## config.mk

```make
export PLATFORM = sky130hd
export DESIGN_NAME = median_threshold_lap_detector
export DESIGN_NICKNAME = d
export VERILOG_FILES = /design/src/hdl/mtl_pkg.sv /design/src/hdl/median_threshold_lap_detector.sv /design/src/hdl/mtl_cell.sv /design/src/hdl/mtl_lap_ctrl.sv
export SDC_FILE = /design/constraint.sdc
export NUM_CORES = 1
export LEC_CHECK = 0
export BUFFER_PORTS_ARGS = -buffer_cell sky130_fd_sc_hd__buf_4
export CAP_MARGIN = 20
export CORE_ASPECT_RATIO = 0.7
export CORE_MARGIN = 3
export CORE_UTILIZATION = 25
export DETAILED_ROUTE_END_ITERATION = 8
export MAX_ROUTING_LAYER = met4
export REMOVE_ABC_BUFFERS = 1
export SETUP_SLACK_MARGIN = 0.5
export SYNTH_ARGS = -nofsm -noshare
export SYNTH_HDL_FRONTEND = slang
export SYNTH_SLANG_ARGS = --single-unit
export TNS_END_PERCENT = 30
```

## constraint.sdc

```tcl
create_clock -name clk -period 5.15 [get_ports clk]
set_input_delay 0.515 -clock clk [delete_from_list [all_inputs] [get_ports clk]]
set_output_delay 0.515 -clock clk [all_outputs]
set_load 0.01 [all_outputs]
```

## src/hdl/mtl_pkg.sv

```systemverilog
// Shared types and constants for the median threshold lap detector.
`default_nettype none
package mtl_pkg;

    localparam int SAMPLE_W = 16;
    localparam int TIME_W = 32;
    localparam int COUNT_W = 16;
    localparam int CFG_IDX_W = 2;

    localparam logic [CFG_IDX_W-1:0] CFG_LEVEL_THRESHOLD = 2'd0;
    localparam logic [CFG_IDX_W-1:0] CFG_ENTER_LIMIT = 2'd1;
    localparam logic [CFG_IDX_W-1:0] CFG_LEAVE_LIMIT = 2'd2;

    localparam logic [SAMPLE_W-1:0] THRESHOLD_RESET = 16'd36100;
    localparam logic [COUNT_W-1:0] ENTER_LIMIT_RESET = 16'd200;
    localparam logic [COUNT_W-1:0] LEAVE_LIMIT_RESET = 16'd20000;
    localparam logic [COUNT_W-1:0] COUNT_TOP = 16'hFFFF;

    typedef struct packed {
        logic [SAMPLE_W-1:0] value;
        logic le;
    } cell_view_t;

    typedef struct packed {
        logic [SAMPLE_W-1:0] level_threshold;
        logic [COUNT_W-1:0] enter_limit;
        logic [COUNT_W-1:0] leave_limit;
    } cfg_t;

    typedef struct packed {
        logic [SAMPLE_W-1:0] filtered_level;
        logic new_lap;
        logic [TIME_W-1:0] lap_time_ms;
        logic inside_checkpoint;
    } lap_result_t;

endpackage
`default_nettype wire

```

## src/hdl/median_threshold_lap_detector.sv

```systemverilog
// Top level of the running median checkpoint detector with lap reporting.
// A sample is sorted into the cell chain in the cycle of its transfer; its
// result is registered into the output register when the stage advances.
// Throughput is one sample per cycle while out_ready does not stall the output.
// Reset clears the window to zeros, the counters and the checkpoint state,
// and loads the registers with their default values.
`default_nettype none
module median_threshold_lap_detector #(
    parameter int WINDOW_LEN = 5
) (
    input  wire logic clk,
    input  wire logic rst_n,
    input  wire logic in_valid,
    output logic in_ready,
    input  wire logic [15:0] sample,
    input  wire logic [31:0] timestamp_ms,
    output logic out_valid,
    input  wire logic out_ready,
    output logic [15:0] filtered_level,
    output logic new_lap,
    output logic [31:0] lap_time_ms,
    output logic inside_checkpoint,
    input  wire logic cfg_valid,
    output logic cfg_ready,
    input  wire logic [mtl_pkg::CFG_IDX_W-1:0] cfg_index,
    input  wire logic [15:0] cfg_data
);

    localparam int AGE_W = (WINDOW_LEN > 1) ? $clog2(WINDOW_LEN) : 1;
    localparam int MID = WINDOW_LEN / 2;

    mtl_pkg::cfg_t cfg_reg;
    logic s1_valid_reg;
    logic [mtl_pkg::TIME_W-1:0] s1_time_reg;
    logic out_valid_reg;
    mtl_pkg::lap_result_t result_reg;
    mtl_pkg::lap_result_t result_next;
    logic accept_in;
    logic step;

    mtl_pkg::cell_view_t own_view [WINDOW_LEN];
    logic [AGE_W-1:0] own_age [WINDOW_LEN];
    mtl_pkg::cell_view_t left_view [WINDOW_LEN];
    logic [AGE_W-1:0] left_age [WINDOW_LEN];
    mtl_pkg::cell_view_t right_view [WINDOW_LEN];
    logic [AGE_W-1:0] right_age [WINDOW_LEN];
    logic [WINDOW_LEN-1:0] del_in;
    logic [WINDOW_LEN-1:0] del_out;
    logic [WINDOW_LEN-1:0] oldest_vec;

    assign cfg_ready = 1'b1;
    assign step = s1_valid_reg && (!out_valid_reg || out_ready);
    assign in_ready = !s1_valid_reg || step;
    assign accept_in = in_valid && in_ready;

    genvar gi;
    generate
        for (gi = 0; gi < WINDOW_LEN; gi++)
        begin : g_cell
            if (gi == 0)
            begin : g_first
                assign left_view[gi] = '0;
                assign left_age[gi] = '0;
                assign del_in[gi] = 1'b0;
            end
            else
            begin : g_inner_left
                assign left_view[gi] = own_view[gi-1];
                assign left_age[gi] = own_age[gi-1];
                assign del_in[gi] = del_out[gi-1];
            end
            if (gi == WINDOW_LEN - 1)
            begin : g_last
                assign right_view[gi] = '0;
                assign right_age[gi] = '0;
            end
            else
            begin : g_inner_right
                assign right_view[gi] = own_view[gi+1];
                assign right_age[gi] = own_age[gi+1];
            end
            assign oldest_vec[gi] = del_out[gi] & ~del_in[gi];

            mtl_cell #(
                .AGE_W(AGE_W),
                .RESET_AGE(gi),
                .OLDEST_AGE(WINDOW_LEN - 1),
                .HAS_LEFT((gi > 0) ? 1 : 0),
                .HAS_RIGHT((gi < WINDOW_LEN - 1) ? 1 : 0)
            ) u_cell (
                .clk(clk),
                .rst_n(rst_n),
                .shift_en(accept_in),
                .sample(sample),
                .left_view(left_view[gi]),
                .left_age(left_age[gi]),
                .right_view(right_view[gi]),
                .right_age(right_age[gi]),
                .del_in(del_in[gi]),
                .del_out(del_out[gi]),
                .own_view(own_view[gi]),
                .own_age(own_age[gi])
            );
        end
    endgenerate

    mtl_lap_ctrl u_ctrl (
        .clk(clk),
        .rst_n(rst_n),
        .step(step),
        .median(own_view[MID].value),
        .timestamp(s1_time_reg),
        .cfg(cfg_reg),
        .result(result_next)
    );

    always_ff @(posedge clk or negedge rst_n)
    begin
        if (!rst_n)
        begin
            cfg_reg.level_threshold <= mtl_pkg::THRESHOLD_RESET;
            cfg_reg.enter_limit <= mtl_pkg::ENTER_LIMIT_RESET;
            cfg_reg.leave_limit <= mtl_pkg::LEAVE_LIMIT_RESET;
        end
        else if (cfg_valid && cfg_ready)
        begin
            case (cfg_index)
                mtl_pkg::CFG_LEVEL_THRESHOLD: cfg_reg.level_threshold <= cfg_data;
                mtl_pkg::CFG_ENTER_LIMIT: cfg_reg.enter_limit <= cfg_data;
                mtl_pkg::CFG_LEAVE_LIMIT: cfg_reg.leave_limit <= cfg_data;
                default: ;
            endcase
        end
    end

    always_ff @(posedge clk or negedge rst_n)
    begin
        if (!rst_n)
        begin
            s1_valid_reg <= 1'b0;
            out_valid_reg <= 1'b0;
        end
        else
        begin
            s1_valid_reg <= accept_in || (s1_valid_reg && !step);
            out_valid_reg <= step || (out_valid_reg && !out_ready);
        end
    end

    always_ff @(posedge clk)
    begin
        if (accept_in)
        begin
            s1_time_reg <= timestamp_ms;
        end
        if (step)
        begin
            result_reg <= result_next;
        end
    end

    assign out_valid = out_valid_reg;
    assign filtered_level = result_reg.filtered_level;
    assign new_lap = result_reg.new_lap;
    assign lap_time_ms = result_reg.lap_time_ms;
    assign inside_checkpoint = result_reg.inside_checkpoint;

    a_one_oldest: assert property (@(posedge clk) disable iff (!rst_n)
        $onehot(oldest_vec))
        else $error("The cell chain does not hold exactly one oldest entry.");

    a_lap_inside: assert property (@(posedge clk) disable iff (!rst_n)
        (out_valid && new_lap) |-> inside_checkpoint)
        else $error("A lap was reported without entering the checkpoint.");

    a_no_lap_time: assert property (@(posedge clk) disable iff (!rst_n)
        (out_valid && !new_lap) |-> (lap_time_ms == '0))
        else $error("A lap time was reported without a lap.");

    a_window_sorted: assert property (@(posedge clk) disable iff (!rst_n)
        (own_view[0].value <= own_view[WINDOW_LEN-1].value))
        else $error("The cell chain lost its ascending order.");

endmodule
`default_nettype wire

```

## src/hdl/mtl_cell.sv

```systemverilog
// One cell of the sorted window chain: holds one sample and its age.
`default_nettype none
module mtl_cell #(
    parameter int AGE_W = 3,
    parameter int RESET_AGE = 0,
    parameter int OLDEST_AGE = 4,
    parameter int HAS_LEFT = 1,
    parameter int HAS_RIGHT = 1
) (
    input  wire logic clk,
    input  wire logic rst_n,
    input  wire logic shift_en,
    input  wire logic [mtl_pkg::SAMPLE_W-1:0] sample,
    input  wire mtl_pkg::cell_view_t left_view,
    input  wire logic [AGE_W-1:0] left_age,
    input  wire mtl_pkg::cell_view_t right_view,
    input  wire logic [AGE_W-1:0] right_age,
    input  wire logic del_in,
    output logic del_out,
    output mtl_pkg::cell_view_t own_view,
    output logic [AGE_W-1:0] own_age
);

    logic [mtl_pkg::SAMPLE_W-1:0] value_reg;
    logic [mtl_pkg::SAMPLE_W-1:0] value_next;
    logic [AGE_W-1:0] age_reg;
    logic [AGE_W-1:0] age_next;
    mtl_pkg::cell_view_t low_view;
    logic [AGE_W-1:0] low_age;
    mtl_pkg::cell_view_t high_view;
    logic [AGE_W-1:0] high_age;

    assign own_view.value = value_reg;
    assign own_view.le = (value_reg <= sample);
    assign own_age = age_reg;
    assign del_out = del_in | (age_reg == AGE_W'(OLDEST_AGE));

    // The oldest entry is dropped and the rest close up; each cell then takes
    // the entry that lands on it once the new sample is placed in order.
    always_comb
    begin
        low_view = del_out ? right_view : own_view;
        low_age = del_out ? right_age : age_reg;
        high_view = del_in ? own_view : left_view;
        high_age = del_in ? age_reg : left_age;
        if ((HAS_RIGHT != 0) && low_view.le)
        begin
            value_next = low_view.value;
            age_next = low_age + AGE_W'(1);
        end
        else if ((HAS_LEFT != 0) && !high_view.le)
        begin
            value_next = high_view.value;
            age_next = high_age + AGE_W'(1);
        end
        else
        begin
            value_next = sample;
            age_next = '0;
        end
    end

    always_ff @(posedge clk or negedge rst_n)
    begin
        if (!rst_n)
        begin
            value_reg <= '0;
            age_reg <= AGE_W'(RESET_AGE);
        end
        else if (shift_en)
        begin
            value_reg <= value_next;
            age_reg <= age_next;
        end
    end

endmodule
`default_nettype wire

```

## src/hdl/mtl_lap_ctrl.sv

```systemverilog
// Hysteresis counters and checkpoint state driven by the window median.
`default_nettype none
module mtl_lap_ctrl (
    input  wire logic clk,
    input  wire logic rst_n,
    input  wire logic step,
    input  wire logic [mtl_pkg::SAMPLE_W-1:0] median,
    input  wire logic [mtl_pkg::TIME_W-1:0] timestamp,
    input  wire mtl_pkg::cfg_t cfg,
    output mtl_pkg::lap_result_t result
);

    logic inside_reg;
    logic inside_next;
    logic [mtl_pkg::COUNT_W-1:0] enter_count_reg;
    logic [mtl_pkg::COUNT_W-1:0] enter_count_next;
    logic [mtl_pkg::COUNT_W-1:0] leave_count_reg;
    logic [mtl_pkg::COUNT_W-1:0] leave_count_next;
    logic [mtl_pkg::COUNT_W-1:0] enter_bumped;
    logic [mtl_pkg::COUNT_W-1:0] leave_bumped;
    logic lap;

    always_comb
    begin
        enter_bumped = (enter_count_reg == mtl_pkg::COUNT_TOP) ? enter_count_reg
                                                             : enter_count_reg + 16'd1;
        leave_bumped = (leave_count_reg == mtl_pkg::COUNT_TOP) ? leave_count_reg
                                                             : leave_count_reg + 16'd1;
        inside_next = inside_reg;
        enter_count_next = enter_count_reg;
        leave_count_next = leave_count_reg;
        lap = 1'b0;
        if ((median > cfg.level_threshold) && !inside_reg)
        begin
            if (enter_bumped > cfg.enter_limit)
            begin
                inside_next = 1'b1;
                lap = 1'b1;
                enter_count_next = '0;
                leave_count_next = '0;
            end
            else
            begin
                enter_count_next = enter_bumped;
            end
        end
        else if ((median < cfg.level_threshold) && inside_reg)
        begin
            if (leave_bumped > cfg.leave_limit)
            begin
                inside_next = 1'b0;
                enter_count_next = '0;
                leave_count_next = '0;
            end
            else
            begin
                leave_count_next = leave_bumped;
            end
        end
        result.filtered_level = median;
        result.new_lap = lap;
        result.lap_time_ms = lap ? timestamp : '0;
        result.inside_checkpoint = inside_next;
    end

    always_ff @(posedge clk or negedge rst_n)
    begin
        if (!rst_n)
        begin
            inside_reg <= 1'b0;
            enter_count_reg <= '0;
            leave_count_reg <= '0;
        end
        else if (step)
        begin
            inside_reg <= inside_next;
            enter_count_reg <= enter_count_next;
            leave_count_reg <= leave_count_next;
        end
    end

endmodule
`default_nettype wire
```

==> flow_summary.yaml <==
timing:
  finalSetupViolCount: 0
  maxSlewViolCount: 0
  period_share: 0.847
  skew_ns: 0.0256
  hold_ws_ns: 0.0292
  tightest_slew_ns: 1.18
  setup_tns_ns: 0
  grt_setup_unrepaired: "yes"
  finalHoldViolCount: 0
  finalCriticalPeriod_ns: 4.36
  fmax_mhz: 229
  relSlewSlack: 0.210
floorplanning:
  dieWidth_um: 300
  initial_core_util: 0.256
  core_sq_um: 59200
  die-area_sq_um: 63600
  io_pins: 124
  die_h_um: 212
  row_count: 74
power:
  switchingPower_mw: 3.83
  power_density_nw_per_um2: 524
  p_seq_frac: 0.358
  p_sw_frac: 0.410
  peakVddDrop_v: 0.000253
  internal_power_mw: 5.51
  p_clk_frac: 0.221
  p_leak_nw: 7.81
  combPwrFrac: 0.420
layout:
  fillers: 6014
  instances_no_fill: 2385
  fin_nets: 1766
  fin_area_sq_um: 17800
  seq_area_sq_um: 6940
  multiInputGateArea_sq_um: 7550
  largest_reg_flops: 80
  drive_above_1_share: 0.179
  syn2layout_area_growth_pct: 17.7
synth:
  syn_avg_cell_area_sq_um: 10.4
  synth_seq_cells: 260
  synth_top_flop_cell: "dfrtp_1"
  netlist_area_sq_um: 15100
  yosysTopAreaCell: "dfrtp_1"
  synth-edff-count: 82
  syn-instance-count: 1453
  yosysSeqAreaShare: 0.458
  ys_async_sr_fraction: 0.685
  yosysUniqueCellTypes: 84
  ys_top_cells_by_area: "dfrtp_1 (26%), edfxtp_1 (16%), ha_1 (11%)"
  synth_top_area_frac: 0.264
  yosys_warnings: 0
clock_network:
  post-cts-setup-buffer-count: 0
  cts_root_buffer: "clkbuf_16"
  htreeDepth: 1
  clk_pin_slew_ns: 0.06
  ctsResizeCount: 0
  clock-sinks: 260
  cts_buffers: 29
  clk_path_buf_depth: 3
  tritoncts: "built"
  clkLatencyLatePin_ns: 0.58
  ctsHoldBuffers: 0
global_route:
  antenna_found_initial: 3
  first_global_vias: 11500
  track_usage: 0.147
  grt_pass1_wl_um: 70800
  grt_max_degree: 84
  grt_overflow: 0
placement:
  dp.cells: 2327
  hpwl_um: 33200
  port_buffers: 122
  post_dp_cell_area_sq_um: 16900
  gp_congestion: 0.915
worst_setup_path:
  cp.arrival_ns: 4.82
  worstRegToRegCells: 15
  path_class: "reg2reg"
  critical_path_peak_fanout: 17
  end_kind: "flip-flop"
  critPathRequiredTime_ns: 5.61
  start_kind: "flip-flop"
routing:
  drtIter0Drc: 1376
  wl_um: 46900
  via_per_inst: 5.11
  wl_per_cell_um: 19.7
  drtAntennaViolNets: 0
  drc: 0
  via_count: 12200
  dr.pass1.iters: 5
outcome:
  status: "completed"
job:
  max-cap-violations: 0
min_path:
  hold_class: "in2async"
cells in the mapped netlist, types with 24 or more instances:
cell	instances
clkbuf_1	26
dfrtp_1	160
mux2i_1	36
and2_1	36
edfxtp_1	82
nand4_1	28
nand2b_1	24
o21ai_0	58
and3_1	34
ha_1	134
nand3_1	26
mux2_2	35
nand2_1	128
a21oi_1	101
nor2_1	66
inv_1	98
o22ai_1	36
worst paths after layout:
check                                            start                          end  slack, ns
max                          u_ctrl.enter_count_reg[0]    u_ctrl.leave_count_reg[6]       0.79
min                                              rst_n                   cfg_reg[6]       0.03
max reg2reg                  u_ctrl.enter_count_reg[0]    u_ctrl.leave_count_reg[6]       0.79
min reg2reg                g_cell[4].u_cell.own_age[0]  g_cell[4].u_cell.own_age[0]       0.48
max in group asynchronous                        rst_n                  cfg_reg[28]       3.86
min in group clk                       timestamp_ms[1]               s1_time_reg[1]       0.12
logic make-up after synthesis:
logic type,Yosys count,synth area share
buf+inv,160,0.0467
mux,71,0.0498
other cells,1,0.000248
flops,260,0.458
fa+ha+maj,134,0.111
simple gates,418,0.144
compound gates,393,0.181
xor+xnor,16,0.00925
cell type report:
cell class                      instances  area share
Antenna cell                            4    0.000561
Inverter                               98      0.0206
Timing Repair Buffer                  139      0.0590
Sequential cell                       260       0.389
Clock buffer                           38      0.0426
Multi-Input combinational cell       1033       0.423
Clock inverter                         15     0.00877
Tap cell                              798      0.0560
metal layers:
metal,vias up,GRT usage,part of all wire
met4,0,0.0256,0.015
met3,54,0.0333,0.087
met1,6058,0.229,0.51
li1,5628,-,-
met2,449,0.192,0.39
met5,-,-,0
worst max-delay path: stages (launching register included):
cell and delay, ns:
dfrtp_1 0.45, ha_1 0.20, and3_1 0.24, and3_1 0.22, and2_1 0.21, nand3_1 0.18
or2_2 0.36, xnor2_1 0.16, ha_1 0.30, nand4_1 0.12, or4_4 0.56, a21o_1 0.18
a31oi_2 0.28, nor2_4 0.17, a21o_1 0.27, a221o_1 0.35
placed cells by master (no fill, tap or decap), types with 18 or more instances in the layout:
cell type | Yosys | final
a221o_1 | 20 | 20
a21oi_1 | 101 | 100
o31ai_1 | 21 | 21
and3_1 | 34 | 34
inv_1 | 98 | 96
dfstp_2 | 18 | 18
nand2_1 | 128 | 128
nand3_1 | 26 | 26
nor2_1 | 66 | 65
and2_1 | 36 | 35
buf_4 | 10 | 137
dfrtp_1 | 160 | 160
mux2_2 | 35 | 35
o21ai_0 | 58 | 58
o22ai_1 | 36 | 36
nand2b_1 | 24 | 24
nand4_1 | 28 | 28
clkbuf_16 | 0 | 29
ha_1 | 134 | 134
edfxtp_1 | 82 | 82
mux2i_1 | 36 | 36
power by group through the flow:
stage	Clock [mW]	Sequential, mW	Combinational (mW)
final	2.07	3.35	3.93
after global routing	2.21	3.41	4.34
after floorplan	0	3.12	2.64
after detailed placement	0	3.37	3.84
after CTS	2.12	3.33	3.86
after global placement	0	3.35	3.72
stage by stage:
stage               utilization  worst slack (ns)  power (mW)
floorplan                     -              1.09        5.76
global placement          0.285             0.809        7.07
detailed placement        0.285             0.639        7.21
CTS                       0.301             0.607        9.32
global route              0.301             0.494        9.97
finish                    0.301             0.790        9.34
Power figures use the tool's default switching activity.
